`config.mk`:
```
export PLATFORM = sky130hd
export DESIGN_NAME = wildcard_name_lookup_table_unit
export DESIGN_NICKNAME = d
export VERILOG_FILES = /design/src/wnlt_pkg.sv /design/src/wnlt_ram.sv /design/src/wnlt_front.sv /design/src/wnlt_queue.sv /design/src/wnlt_back.sv /design/src/wildcard_name_lookup_table_unit.sv
export SDC_FILE = /design/constraint.sdc
export NUM_CORES = 2
export LEC_CHECK = 0
export BUFFER_PORTS_ARGS = -buffer_cell sky130_fd_sc_hd__buf_2
export CAP_MARGIN = 20
export CORE_ASPECT_RATIO = 0.8
export CORE_UTILIZATION = 52
export DETAILED_ROUTE_END_ITERATION = 8
export PLACE_DENSITY_LB_ADDON = 0.05
export SETUP_SLACK_MARGIN = 0.1
export SLEW_MARGIN = 20
export SYNTH_ARGS = -nofsm -noshare
export SYNTH_HDL_FRONTEND = slang
export SYNTH_MEMORY_MAX_BITS = 65536
export SYNTH_SLANG_ARGS = --single-unit
```
`constraint.sdc`:
```
create_clock -name clock -period 7.4 [get_ports clock]
set_clock_uncertainty 0.15 [all_clocks]
set_input_delay 0.74 -clock clock [delete_from_list [all_inputs] [get_ports clock]]
set_output_delay 0.74 -clock clock [all_outputs]
set_load 0.01 [all_outputs]
```
`src/wnlt_pkg.sv`:
```
// ----------------------------------------------------------------------------
// wnlt_pkg
// Shared types, codes and helpers of the wildcard name lookup table.
// ----------------------------------------------------------------------------
package wnlt_pkg;

   localparam int CHAR_W      = 8;
   localparam int MAX_CHARS   = 8;
   localparam int STATUS_W    = 3;
   localparam int IDX_OUT_W   = 6;
   localparam int TOT_OUT_W   = 7;
   localparam int QUEUE_DEPTH = 2;
   localparam int QPTR_W      = 1;

   localparam logic [CHAR_W-1:0] WILD_CHAR  = 8'h3F;
   localparam logic [CHAR_W-1:0] NUL_CHAR   = 8'h00;
   localparam logic              REQ_INSERT = 1'b0;

   typedef enum logic [STATUS_W-1:0] {
      ST_INSERTED = 3'd0,
      ST_FULL     = 3'd1,
      ST_MATCH    = 3'd2,
      ST_NOMATCH  = 3'd3,
      ST_EMPTY    = 3'd4
   } status_type;

   typedef enum logic [1:0] {
      OP_INSERT = 2'd0,
      OP_LOOKUP = 2'd1,
      OP_EMPTY  = 2'd2
   } op_kind_type;

   typedef enum logic [2:0] {
      S_IDLE   = 3'd0,
      S_SCAN   = 3'd1,
      S_DRAIN  = 3'd2,
      S_DECIDE = 3'd3,
      S_WALK   = 3'd4
   } state_type;

   function automatic logic [CHAR_W-1:0] fold_case(input logic [CHAR_W-1:0] c);
      logic [CHAR_W-1:0] r;
      r = c;
      if (c >= 8'h61 && c <= 8'h7A) begin
         r = c - 8'h20;
      end
      return r;
   endfunction

endpackage

```
`src/wnlt_ram.sv`:
```
// ----------------------------------------------------------------------------
// wnlt_ram
// Generic single-write, single-read RAM with registered read data.
// ----------------------------------------------------------------------------
module wnlt_ram #(
   parameter int WIDTH = 64,
   parameter int DEPTH = 64
) (
   input  logic                     clock,
   input  logic                     wr_en,
   input  logic [$clog2(DEPTH)-1:0] wr_addr,
   input  logic [WIDTH-1:0]         wr_data,
   input  logic                     rd_en,
   input  logic [$clog2(DEPTH)-1:0] rd_addr,
   output logic [WIDTH-1:0]         rd_data
);

   logic [WIDTH-1:0] mem_ff [DEPTH];
   logic [WIDTH-1:0] rd_data_ff;

   always_ff @(posedge clock) begin
      if (wr_en) begin
         mem_ff[wr_addr] <= wr_data;
      end
      if (rd_en) begin
         rd_data_ff <= mem_ff[rd_addr];
      end
   end

   assign rd_data = rd_data_ff;

endmodule

```
`src/wnlt_front.sv`:
```
// ----------------------------------------------------------------------------
// wnlt_front
// Classify a request word and pack its name, zeroing characters past the end.
// ----------------------------------------------------------------------------
module wnlt_front
   import wnlt_pkg::*;
#(
   parameter int NAME_CHARS = 8
) (
   input  logic                         req_type,
   input  logic [CHAR_W-1:0]            req_char0,
   input  logic [CHAR_W-1:0]            req_char1,
   input  logic [CHAR_W-1:0]            req_char2,
   input  logic [CHAR_W-1:0]            req_char3,
   input  logic [CHAR_W-1:0]            req_char4,
   input  logic [CHAR_W-1:0]            req_char5,
   input  logic [CHAR_W-1:0]            req_char6,
   input  logic [CHAR_W-1:0]            req_char7,
   output op_kind_type                  kind,
   output logic [NAME_CHARS*CHAR_W-1:0] name
);

   logic [CHAR_W-1:0] chars [MAX_CHARS];

   assign chars[0] = req_char0;
   assign chars[1] = req_char1;
   assign chars[2] = req_char2;
   assign chars[3] = req_char3;
   assign chars[4] = req_char4;
   assign chars[5] = req_char5;
   assign chars[6] = req_char6;
   assign chars[7] = req_char7;

   always_comb begin
      logic alive;
      alive = 1'b1;
      name  = '0;
      for (int k = 0; k < NAME_CHARS; k++) begin
         alive = alive && (chars[k] != NUL_CHAR);
         name[k*CHAR_W +: CHAR_W] = alive ? chars[k] : NUL_CHAR;
      end
   end

   always_comb begin
      if (req_type == REQ_INSERT) begin
         kind = OP_INSERT;
      end else if (chars[0] == NUL_CHAR) begin
         kind = OP_EMPTY;
      end else begin
         kind = OP_LOOKUP;
      end
   end

endmodule

```
`src/wnlt_queue.sv`:
```
// ----------------------------------------------------------------------------
// wnlt_queue
// Two-entry queue between the classifier and the lookup engine.
// ----------------------------------------------------------------------------
module wnlt_queue
   import wnlt_pkg::*;
#(
   parameter int WIDTH = 66
) (
   input  logic             clock,
   input  logic             reset,
   input  logic             push_valid,
   output logic             push_ready,
   input  logic [WIDTH-1:0] push_data,
   output logic             pop_valid,
   input  logic             pop_ready,
   output logic [WIDTH-1:0] pop_data
);

   logic [WIDTH-1:0]  slot_ff [QUEUE_DEPTH];
   logic [QPTR_W-1:0] wr_ptr_ff, wr_ptr_in;
   logic [QPTR_W-1:0] rd_ptr_ff, rd_ptr_in;
   logic [QPTR_W:0]   fill_ff, fill_in;
   logic              push, pop;

   assign push_ready = (fill_ff != (QPTR_W+1)'(QUEUE_DEPTH));
   assign pop_valid  = (fill_ff != '0);
   assign pop_data   = slot_ff[rd_ptr_ff];
   assign push       = push_valid && push_ready;
   assign pop        = pop_valid && pop_ready;

   always_comb begin
      wr_ptr_in = push ? wr_ptr_ff + 1'b1 : wr_ptr_ff;
      rd_ptr_in = pop  ? rd_ptr_ff + 1'b1 : rd_ptr_ff;
      fill_in   = fill_ff;
      if (push && !pop) begin
         fill_in = fill_ff + 1'b1;
      end else if (pop && !push) begin
         fill_in = fill_ff - 1'b1;
      end
   end

   always_ff @(posedge clock) begin
      if (reset) begin
         wr_ptr_ff <= '0;
         rd_ptr_ff <= '0;
         fill_ff   <= '0;
      end else begin
         wr_ptr_ff <= wr_ptr_in;
         rd_ptr_ff <= rd_ptr_in;
         fill_ff   <= fill_in;
      end
      if (push) begin
         slot_ff[wr_ptr_ff] <= push_data;
      end
   end

endmodule

```
`src/wnlt_back.sv`:
```
// ----------------------------------------------------------------------------
// wnlt_back
// Lookup engine: append names, scan the table for matches, emit result words.
// ----------------------------------------------------------------------------
module wnlt_back
   import wnlt_pkg::*;
#(
   parameter int TABLE_DEPTH = 64,
   parameter int NAME_CHARS  = 8
) (
   input  logic                         clock,
   input  logic                         reset,
   input  logic                         q_valid,
   output logic                         q_ready,
   input  op_kind_type                  q_kind,
   input  logic [NAME_CHARS*CHAR_W-1:0] q_name,
   output logic                         rsp_valid,
   input  logic                         rsp_ready,
   output logic [STATUS_W-1:0]          rsp_status,
   output logic [IDX_OUT_W-1:0]         rsp_entry_index,
   output logic [TOT_OUT_W-1:0]         rsp_match_total,
   output logic                         rsp_last
);

   localparam int NAME_W = NAME_CHARS * CHAR_W;
   localparam int IDX_W  = $clog2(TABLE_DEPTH);
   localparam int CNT_W  = $clog2(TABLE_DEPTH + 1);

   state_type              state_ff, state_in;
   logic [CNT_W-1:0]       count_ff, count_in;
   logic [NAME_W-1:0]      key_ff, key_in;
   logic [IDX_W-1:0]       scan_idx_ff, scan_idx_in;
   logic                   pend_ff, pend_in;
   logic [IDX_W-1:0]       pend_idx_ff, pend_idx_in;
   logic [TABLE_DEPTH-1:0] match_vec_ff, match_vec_in;
   logic [CNT_W-1:0]       total_ff, total_in;
   logic [CNT_W-1:0]       left_ff, left_in;
   logic [IDX_W-1:0]       walk_idx_ff, walk_idx_in;

   logic                   rsp_valid_ff, rsp_valid_in;
   status_type             rsp_status_ff;
   logic [IDX_W-1:0]       rsp_index_ff;
   logic [CNT_W-1:0]       rsp_total_ff;
   logic                   rsp_last_ff;

   logic                   out_free;
   logic                   table_full;
   logic                   count_zero;
   logic                   walk_bit;
   logic [IDX_W-1:0]       top_idx;
   logic                   ram_we, ram_re;
   logic [NAME_W-1:0]      rd_name;
   logic                   hit;
   logic                   res_load;
   status_type             res_status;
   logic [IDX_W-1:0]       res_idx;
   logic [CNT_W-1:0]       res_total;
   logic                   res_last;

   assign out_free   = !rsp_valid_ff || rsp_ready;
   assign table_full = (count_ff >= CNT_W'(TABLE_DEPTH));
   assign count_zero = (count_ff == '0);
   assign walk_bit   = match_vec_ff[walk_idx_ff];
   assign top_idx    = IDX_W'(count_ff - 1'b1);

   wnlt_ram #(
      .WIDTH (NAME_W),
      .DEPTH (TABLE_DEPTH)
   ) u_name_store (
      .clock   (clock),
      .wr_en   (ram_we),
      .wr_addr (count_ff[IDX_W-1:0]),
      .wr_data (q_name),
      .rd_en   (ram_re),
      .rd_addr (scan_idx_ff),
      .rd_data (rd_name)
   );

   always_comb begin
      logic [CHAR_W-1:0] a, b;
      logic              ok, term, prefix;
      prefix = 1'b1;
      hit    = 1'b0;
      for (int i = 0; i < NAME_CHARS; i++) begin
         a    = key_ff[i*CHAR_W +: CHAR_W];
         b    = rd_name[i*CHAR_W +: CHAR_W];
         ok   = (a != NUL_CHAR) && (b != NUL_CHAR) &&
                ((fold_case(a) == fold_case(b)) || (a == WILD_CHAR) || (b == WILD_CHAR));
         term = !ok && ((a == WILD_CHAR) || (b == WILD_CHAR) ||
                        ((a == NUL_CHAR) && (b == NUL_CHAR)));
         hit    = hit || (prefix && term);
         prefix = prefix && ok;
      end
      hit = hit || prefix;
   end

   always_comb begin
      state_in = state_ff;
      unique case (state_ff)
         S_IDLE: begin
            if (q_valid && q_kind == OP_LOOKUP && !count_zero) begin
               state_in = S_SCAN;
            end
         end
         S_SCAN: begin
            if (scan_idx_ff == '0) begin
               state_in = S_DRAIN;
            end
         end
         S_DRAIN: begin
            state_in = S_DECIDE;
         end
         S_DECIDE: begin
            if (total_ff != '0) begin
               state_in = S_WALK;
            end else if (out_free) begin
               state_in = S_IDLE;
            end
         end
         S_WALK: begin
            if (walk_bit && out_free && left_ff == CNT_W'(1)) begin
               state_in = S_IDLE;
            end
         end
         default: state_in = S_IDLE;
      endcase
   end

   always_comb begin
      q_ready    = 1'b0;
      ram_we     = 1'b0;
      ram_re     = 1'b0;
      res_load   = 1'b0;
      res_status = ST_INSERTED;
      res_idx    = '0;
      res_total  = '0;
      res_last   = 1'b1;
      unique case (state_ff)
         S_IDLE: begin
            if (q_valid) begin
               unique case (q_kind)
                  OP_INSERT: begin
                     if (out_free) begin
                        q_ready  = 1'b1;
                        res_load = 1'b1;
                        if (table_full) begin
                           res_status = ST_FULL;
                        end else begin
                           ram_we     = 1'b1;
                           res_status = ST_INSERTED;
                           res_idx    = count_ff[IDX_W-1:0];
                        end
                     end
                  end
                  OP_EMPTY: begin
                     if (out_free) begin
                        q_ready    = 1'b1;
                        res_load   = 1'b1;
                        res_status = ST_EMPTY;
                     end
                  end
                  OP_LOOKUP: begin
                     if (!count_zero) begin
                        q_ready = 1'b1;
                     end else if (out_free) begin
                        q_ready    = 1'b1;
                        res_load   = 1'b1;
                        res_status = ST_NOMATCH;
                     end
                  end
                  default: ;
               endcase
            end
         end
         S_SCAN: begin
            ram_re = 1'b1;
         end
         S_DRAIN: ;
         S_DECIDE: begin
            if (total_ff == '0 && out_free) begin
               res_load   = 1'b1;
               res_status = ST_NOMATCH;
            end
         end
         S_WALK: begin
            if (walk_bit && out_free) begin
               res_load   = 1'b1;
               res_status = ST_MATCH;
               res_idx    = walk_idx_ff;
               res_total  = total_ff;
               res_last   = (left_ff == CNT_W'(1));
            end
         end
         default: ;
      endcase
   end

   always_comb begin
      count_in     = ram_we ? count_ff + 1'b1 : count_ff;
      key_in       = key_ff;
      scan_idx_in  = scan_idx_ff;
      pend_in      = (state_ff == S_SCAN);
      pend_idx_in  = scan_idx_ff;
      match_vec_in = match_vec_ff;
      total_in     = total_ff;
      left_in      = left_ff;
      walk_idx_in  = walk_idx_ff;
      if (state_ff == S_IDLE && state_in == S_SCAN) begin
         key_in       = q_name;
         scan_idx_in  = top_idx;
         match_vec_in = '0;
         total_in     = '0;
      end else if (state_ff == S_SCAN) begin
         scan_idx_in = scan_idx_ff - 1'b1;
      end
      if (pend_ff && hit) begin
         match_vec_in[pend_idx_ff] = 1'b1;
         total_in                  = total_ff + 1'b1;
      end
      if (state_ff == S_DECIDE) begin
         walk_idx_in = top_idx;
         left_in     = total_ff;
      end else if (state_ff == S_WALK) begin
         if (!walk_bit || out_free) begin
            walk_idx_in = walk_idx_ff - 1'b1;
         end
         if (res_load) begin
            left_in = left_ff - 1'b1;
         end
      end
      rsp_valid_in = res_load ? 1'b1 : (rsp_valid_ff && !rsp_ready);
   end

   always_ff @(posedge clock) begin
      if (reset) begin
         state_ff     <= S_IDLE;
         count_ff     <= '0;
         pend_ff      <= 1'b0;
         total_ff     <= '0;
         left_ff      <= '0;
         rsp_valid_ff <= 1'b0;
      end else begin
         state_ff     <= state_in;
         count_ff     <= count_in;
         pend_ff      <= pend_in;
         total_ff     <= total_in;
         left_ff      <= left_in;
         rsp_valid_ff <= rsp_valid_in;
      end
      key_ff       <= key_in;
      scan_idx_ff  <= scan_idx_in;
      pend_idx_ff  <= pend_idx_in;
      match_vec_ff <= match_vec_in;
      walk_idx_ff  <= walk_idx_in;
      if (res_load) begin
         rsp_status_ff <= res_status;
         rsp_index_ff  <= res_idx;
         rsp_total_ff  <= res_total;
         rsp_last_ff   <= res_last;
      end
   end

   assign rsp_valid       = rsp_valid_ff;
   assign rsp_status      = rsp_status_ff;
   assign rsp_entry_index = IDX_OUT_W'(rsp_index_ff);
   assign rsp_match_total = TOT_OUT_W'(rsp_total_ff);
   assign rsp_last        = rsp_last_ff;

   a_count_bound: assert property (@(posedge clock) disable iff (reset)
      count_ff <= CNT_W'(TABLE_DEPTH))
      else $error("entry count beyond table depth");

   a_write_idle: assert property (@(posedge clock) disable iff (reset)
      ram_we |-> (state_ff == S_IDLE) && !table_full)
      else $error("name store written outside idle or when full");

   a_total_bound: assert property (@(posedge clock) disable iff (reset)
      total_ff <= count_ff)
      else $error("match total exceeds entry count");

   a_walk_left: assert property (@(posedge clock) disable iff (reset)
      (state_ff == S_WALK) |-> (left_ff != '0))
      else $error("walking with no matches left");

   a_match_bit: assert property (@(posedge clock) disable iff (reset)
      (res_load && state_ff == S_WALK) |-> walk_bit && (res_idx <= top_idx))
      else $error("match word emitted for an entry that did not match");

endmodule

```
`src/wildcard_name_lookup_table_unit.sv`:
```
// ----------------------------------------------------------------------------
// wildcard_name_lookup_table_unit
// Table of short names with case-blind, wildcard lookup.
// ----------------------------------------------------------------------------
// Request channel (req_*): an insert word appends its name as the next entry
// (or reports ST_FULL); a lookup word returns one rsp word per matching entry,
// highest index first, with rsp_last on the final one. Inserts, empty-name
// lookups and lookups that find nothing give a single word.
// Requests enter a two-word queue, so up to two may be taken while the engine
// is busy or the response register is stalled.
// An insert or empty-name lookup, given an idle engine, passes through the
// queue and then the response register. A lookup over N stored entries reads
// the name store once per entry (one read port, one entry a cycle), then walks
// the recorded match bits one entry a cycle, except that it holds on a match
// while the response register is stalled.
// A stalled response holds its word and stops the engine whenever it has a
// word to give; the queue keeps taking requests until full.
// Reset empties the table and the queue; no clearing pass is needed.
// ----------------------------------------------------------------------------
module wildcard_name_lookup_table_unit
   import wnlt_pkg::*;
#(
   parameter int TABLE_DEPTH = 64,
   parameter int NAME_CHARS  = 8
) (
   input  logic                 clock,
   input  logic                 reset,
   input  logic                 req_valid,
   output logic                 req_ready,
   input  logic                 req_type,
   input  logic [CHAR_W-1:0]    req_char0,
   input  logic [CHAR_W-1:0]    req_char1,
   input  logic [CHAR_W-1:0]    req_char2,
   input  logic [CHAR_W-1:0]    req_char3,
   input  logic [CHAR_W-1:0]    req_char4,
   input  logic [CHAR_W-1:0]    req_char5,
   input  logic [CHAR_W-1:0]    req_char6,
   input  logic [CHAR_W-1:0]    req_char7,
   output logic                 rsp_valid,
   input  logic                 rsp_ready,
   output logic [STATUS_W-1:0]  rsp_status,
   output logic [IDX_OUT_W-1:0] rsp_entry_index,
   output logic [TOT_OUT_W-1:0] rsp_match_total,
   output logic                 rsp_last
);

   localparam int NAME_W = NAME_CHARS * CHAR_W;
   localparam int KIND_W = $bits(op_kind_type);
   localparam int WORD_W = KIND_W + NAME_W;

   op_kind_type       in_kind;
   logic [NAME_W-1:0] in_name;
   logic [WORD_W-1:0] q_data;
   logic              q_valid, q_ready;

   wnlt_front #(
      .NAME_CHARS (NAME_CHARS)
   ) u_front (
      .req_type  (req_type),
      .req_char0 (req_char0),
      .req_char1 (req_char1),
      .req_char2 (req_char2),
      .req_char3 (req_char3),
      .req_char4 (req_char4),
      .req_char5 (req_char5),
      .req_char6 (req_char6),
      .req_char7 (req_char7),
      .kind      (in_kind),
      .name      (in_name)
   );

   wnlt_queue #(
      .WIDTH (WORD_W)
   ) u_queue (
      .clock      (clock),
      .reset      (reset),
      .push_valid (req_valid),
      .push_ready (req_ready),
      .push_data  ({in_kind, in_name}),
      .pop_valid  (q_valid),
      .pop_ready  (q_ready),
      .pop_data   (q_data)
   );

   wnlt_back #(
      .TABLE_DEPTH (TABLE_DEPTH),
      .NAME_CHARS  (NAME_CHARS)
   ) u_back (
      .clock           (clock),
      .reset           (reset),
      .q_valid         (q_valid),
      .q_ready         (q_ready),
      .q_kind          (op_kind_type'(q_data[WORD_W-1 -: KIND_W])),
      .q_name          (q_data[NAME_W-1:0]),
      .rsp_valid       (rsp_valid),
      .rsp_ready       (rsp_ready),
      .rsp_status      (rsp_status),
      .rsp_entry_index (rsp_entry_index),
      .rsp_match_total (rsp_match_total),
      .rsp_last        (rsp_last)
   );

endmodule
```
Yosys cells after proc, flatten, opt, wreduce, memory -nomap -nowiden. Memory sizes are Yosys's and may differ from the RTL's. A register that Yosys moved wholly into a read port is not among the register bits. Index checks and enable logic that the tools add are counted.

$add $sub $neg: 26. $mul: 0. Div/mod/pow operators: 0. Order comparisons: 36. Equal/unequal tests: 33. Shift-type cells: 0. Multiplexer cells: 90. Bitwise logic cells: 1. Reduce and logical (&&, ||, !) cells: 196.

Operator list (count): $mux 8 (24); $reduce_bool 8->1 (24); $logic_not 8->1 (17); $eq 8x6->1 const B (16); $ge 8x7->1 const B (16); $le 8x7->1 const B (16); $mux 64 (2); $sub 8x6->8 const B (16); $logic_and 1x1->1 (82); $eq 8x8->1 (8); $or 64x64->64 (1); $mux 6 (10); $logic_or 1x1->1 (42); $mux 7 (5); $mux 3 (9); $mux 1 (24); $pmux 3 s3 (2); $sub 6x1->6 const B (3); $pmux 3 s5 (1); $add 7x1->7 const B (2); $logic_not 1->1 (14); $logic_not 7->1 (2); $lt 6x7->1 const B (2); $mux 2 (7); other kinds (25) (37).

Register bits after elaboration: 193. Bits in latches: 0. Memory bits (writable): 4228. Bits in read-only memories: 0. Input port bits: 69. Output and inout bits: 19. Logic and storage cells: 402. Memories: 2.

Memories: u_back.u_name_store.mem_ff (depth 64, bits a word 64, rd ports 1, clocked after memory_dff 1, wr ports 1, line wnlt_ram.sv:18) `logic [WIDTH-1:0] mem_ff [DEPTH];`; u_queue.slot_ff (depth 2, bits a word 66, rd ports 1, clocked after memory_dff 1, wr ports 1, line wnlt_queue.sv:20) `logic [WIDTH-1:0] slot_ff [QUEUE_DEPTH];`.

Depth between registers and ports, before layout.
Depth after elaboration: 20. Mapped depth: 15.

Cells and area by module. Synthesis repeated with hierarchy kept, for this count alone.

Cell total of the unflattened synthesis: 7960. Area, all modules: 172987.2 µm².

By module, submodules not included: wnlt_ram (instances 1, cells each 6598, area each 156976.8 µm², sequential area each 124919.8 µm²); wnlt_back (instances 1, cells each 1018, area each 10364.9 µm², sequential area each 4714.5 µm²); wnlt_queue (instances 1, cells each 229, area each 4992.3 µm², sequential area each 4063.9 µm²); wnlt_front (instances 1, cells each 115, area each 653.1 µm², sequential area each 0.0 µm²).

Least setup slack after synthesis. No wires, ideal clock.

Kind: input port to flip-flop. From: input rsp_ready. To: memory u_back.u_name_store.mem_ff[63][0], enable pin. Data arrival time: 5023 ps. Setup slack: 1741 ps. Cell stages on the path: 9. Cell sequence: nand2b_1 and4_1 nand2_1 nor2_1 and2_0 clkbuf_1 nand3_1 clkbuf_1 nor2_1.

Longest elaborated chain between the ends: 7.

Ends and longest elaborated chain: from (decl) (line wildcard_name_lookup_table_unit.sv:40) `input logic rsp_ready,`; $logic_or 1x1->1 (line wnlt_back.sv:60) `assign out_free = !rsp_valid_ff || rsp_ready;`; $mux 1 (line wnlt_back.sv:143) `if (out_free) begin`; $mux 1 (line wnlt_back.sv:141) `unique case (q_kind)`; $mux 1 (line wnlt_back.sv:140) `if (q_valid) begin`; $mux 1 (line wnlt_back.sv:138) `unique case (state_ff)`; $mux 1 (line wnlt_ram.sv:22) `if (wr_en) begin`; $mux 1 (implied by the code) (line wnlt_ram.sv:23) `mem_ff[wr_addr] <= wr_data;`; to (decl) (line wnlt_ram.sv:18).

No other way between the ends.

Final worst setup path.
From: input req_char0[2]. To: memory u_queue.slot_ff[0][63] (data pin).

Longest elaborated chain between the ends: 9.

Ends and longest elaborated chain: from (decl) (line wildcard_name_lookup_table_unit.sv:31) `input logic [CHAR_W-1:0] req_char0,`; $reduce_bool 8->1 (line wnlt_front.sv:39) `alive = alive && (chars[k] != NUL_CHAR);`; $logic_and 1x1->1 (7 in a row) (line wnlt_front.sv:39); $mux 8 (line wnlt_front.sv:40) `name[k*CHAR_W +: CHAR_W] = alive ? chars[k] : NUL_CHAR;`; net in_name[63] (line wildcard_name_lookup_table_unit.sv:52) `logic [NAME_W-1:0] in_name;`; to (decl) (line wnlt_queue.sv:20).

The timed path passes the listed nets, and every way through them passes these cells.

==> impl_metrics.csv <==
group,metric,value,unit
worst_setup_path,end_kind,"flop",
sta,finalSetupViolCount,0,
global_route,overflow,0,
yosys,synth.top_cell.area_share,76.46,%
sta,min_period_over_period,88.03,%
clock_tree,cts_tree,"yes",
cells_and_area,syn2layout_area_growth,13.31,%
worst_setup_path,cp.arrival,7.18,ns
drt,via_count,81527,
global_route,grt.total_usage,27.55,%
drt,first_pass_iters,6,
worst_hold_path,holdPathEnd,"u_queue.wr_ptr_ff",
die,rows,188,
worst_setup_path,startpoint_type,"primary input",
yosys,netlist.top_cell.by_area,"edfxtp_1",
cells_and_area,nets,7865,
placement,dp_hpwl,249300,um
yosys,ys_async_sr_fraction,0,%
job,cap_viol_max_count,0,
yosys,synth_edf_count,4385,
sta,period_minus_slack,6.514,ns
cells_and_area,drive_gt1_share,30.66,%
sta,layout_setup_ws,0.8856,ns
worst_setup_path,crit_family,"compound AO/OA/AOI/OAI gates",
sta,rsz0062_at_grt,"no",
drt,ant_nets,0,
cells_and_area,utilization,59.39,%
power,p_per_area,305.0,nW/um^2
worst_setup_path,slowest_delay,0.94,ns
worst_hold_path,hp-class,"primary input to flop",
yosys,yosysUniqueCellTypes,76,
sta,final_hold_viol_count,0,
worst_setup_path,path_cells,"dlygate4sd3_1 -> buf_2 -> or4_1 -> nor2_1 -> a21oi_2 -> buf_4 -> a21boi_0 -> a21boi_1 -> buf_4 -> a21boi_0 -> a21boi_0 -> buf_4 -> a21boi_1 -> buf_4 -> and2_1",
yosys,syn-instance-count,7261,
drt,drtIter0Drc,10781,
sta,final_max_slew_viol_count,0,
worst_setup_path,setup.worst_path.start,"req_char0[2]",
sta,maxSlewHeadroom,21.98,%
yosys,ys_ff_latch,4486,
yosys,synthTopCellsByCount,"edfxtp_1, mux4_2, clkbuf_1, nor2_1, nand2_1",
sta,hold_ws,0.08413,ns
clock_tree,clock_sinks,4486,
placement,dp_slack,0.2704,ns
clock_tree,cts_max_path_buffers,4,
placement,routabilityCongestion,0.8002,
clock_tree,clk_pin_slew,0.06,ns
clock_tree,root_buffer,"clkbuf_16",
worst_setup_path,crit_top_cell,"buf_4",
sta,max_freq,153.5,MHz
die,num_io_pins,88,
drt,drc_errors,0,
die,die_w,645.4,um
yosys,synth.most_common_cell,"edfxtp_1",
clock_tree,cts_max_level,5,
worst_setup_path,worst_r2r_path_depth,8,
outcome,status,"completed",
clock_tree,postCtsSetupRepairBufs,0,
drt,wire_per_inst,36.51,um
yosys,syn-cell-area,172200,um^2
placement,portBuffers,87,
die,placeableCoreArea,328600,um^2
die,fp.dieH,516.7,um
worst_hold_path,hp-start,"req_valid",
worst_setup_path,path_buf_inv,6,
worst_hold_path,holdPathStages,4,
global_route,grt_pass1_wl,640000,um
worst_setup_path,slowest_stage,"a21boi_1",
drt,vias_per_cell,6.514,
yosys,synth-main-ff-cell,"edfxtp_1",
power,leakage,60.38,nW
clock_tree,cts_buffers,436,
worst_setup_path,r2r-end,"u_back.u_name_store.mem_ff[44][30]",
worst_setup_path,crit_type,"primary input to flop",
sta,setup_tns,0,ns
die,start_util,52.41,%
worst_setup_path,r2r_setup_slack,1.84,ns
global_route,grt_max_degree,117,
yosys,netlist_top_cells_area,"edfxtp_1, mux4_2, dfxtp_1, clkbuf_1, mux2_2",
global_route,first_global_vias,81154,
worst_setup_path,worstPathMaxFanout,9,
clock_tree,insertion_delay,0.97,ns
die,dieArea,333500,um^2
worst_setup_path,required,8.07,ns
yosys,yosysSeqAreaShare,77.63,%
yosys,yosysWarnings,0,
drt,wl,456900,um
yosys,synth_nets,7357,
power,vdd_drop_max,0.2822,mV
global_route,antenna_found_initial,20,
sta,tightest_slew,1.168,ns
yosys,syn_avg_cell_area,23.72,um^2
[worst reg2reg max path, delay by kind of cell, from the launching register on]
kind,cells,cell delay [ns]
and+or+nand+nor,7,3.54
DFF,1,0.97
buffers and inverters,1,0.50
[flip-flops by register name (all words and copies together) (netlist names), 7 cells and up, named ones only]
signal	count
u_back.rsp_match_total	7
u_back.key_ff	64
u_back.total_ff	7
u_back.match_vec_ff	64
u_back.left_ff	7
u_queue.slot_ff	132
u_back.count_ff	7
u_back.u_name_store.mem_ff	4096
u_back.u_name_store.rd_data	64
[layout make-up]
| cell class | instances | area [um^2] |
|---|---|---|
| Sequential cell | 4486 | 133700 |
| Fill cell | 22947 | 133500 |
| Antenna cell | 7 | 17.52 |
| Timing Repair Buffer | 427 | 4180 |
| Clock buffer | 535 | 11430 |
| Clock inverter | 272 | 2636 |
| Tap cell | 4370 | 5468 |
| Inverter | 54 | 210.2 |
| Multi-Input combinational cell | 2364 | 37500 |
[cells in the final DEF, fill, tap and decap left out, types with 37 or more instances in the layout]
cell and count:
dlygate4sd3_1 65, edfxtp_1 4385, nor2_4 65, mux2_2 58, o21ai_0 58, nor2_1 77, clkinv_2 86, nand2_1 132
mux4_2 1352, buf_4 192, xnor2_1 37, buf_12 77, a21oi_1 40, clkinv_1 97, buf_2 87, inv_1 52
and2_1 57, nand3_1 44, xor2_1 51, o21ai_1 43, clkbuf_1 91, clkbuf_16 442, dfxtp_1 100, bufinv_16 44
[per-stage QoR]
stage / total power (W) / cell area [um^2] / instances
after CTS: 0.05989 / 195100 / 12506
after global routing: 0.06114 / 195100 / 12510
after detailed placement: 0.03805 / 180300 / 11634
after floorplan: 0.03498 / 172200 / 7261
after global placement: 0.03781 / 180300 / 11629
final: 0.05953 / 195100 / 12515
[cells by family after synthesis]
family,Yosys count,synth area share [%]
compound gates,244,0.8885
xor+xnor,88,0.4475
fa+ha+maj,30,0.2136
buf+inv,411,0.9031
flops,4486,77.63
mux,1443,18.26
simple gates,559,1.656
[worst max-delay path by stage]
stage	to	slack (ns)	cells after the start
floorplan	u_back.u_name_store.mem_ff[63][0]	1.74	9
CTS	u_queue.slot_ff[0][63]	0.77	15
finish	u_queue.slot_ff[0][63]	0.89	15
global route	u_queue.slot_ff[0][59]	0.82	15
global placement	u_queue.slot_ff[0][61]	0.34	14
detailed placement	u_queue.slot_ff[0][63]	0.27	14
[routing by layer]
metal / up-vias / share of wire, % / global-route usage [%]
met2: 3602 / 47 / 42.73
met5: - / 0.010 / 0
met3: 617 / 7.4 / 3.536
li1: 32274 / - / -
met1: 45026 / 43 / 42.41
met4: 8 / 2.4 / 6.452
[report_power, final]
part           total, W  internal, W  switching [W]  leakage [nW]
Sequential       0.0310       0.0308       0.000198          40.3
Clock            0.0220       0.0125        0.00953          6.85
Combinational   0.00646      0.00174        0.00472          13.2
Total            0.0595       0.0451         0.0144          60.4
[timing repair]
item / in CTS / in global routing
resized for setup: 0 / 0
hold buffers: 65 / 0
hold endpoints to repair: 129 / 0
No activity file was read; power rests on OpenSTA's default activity.
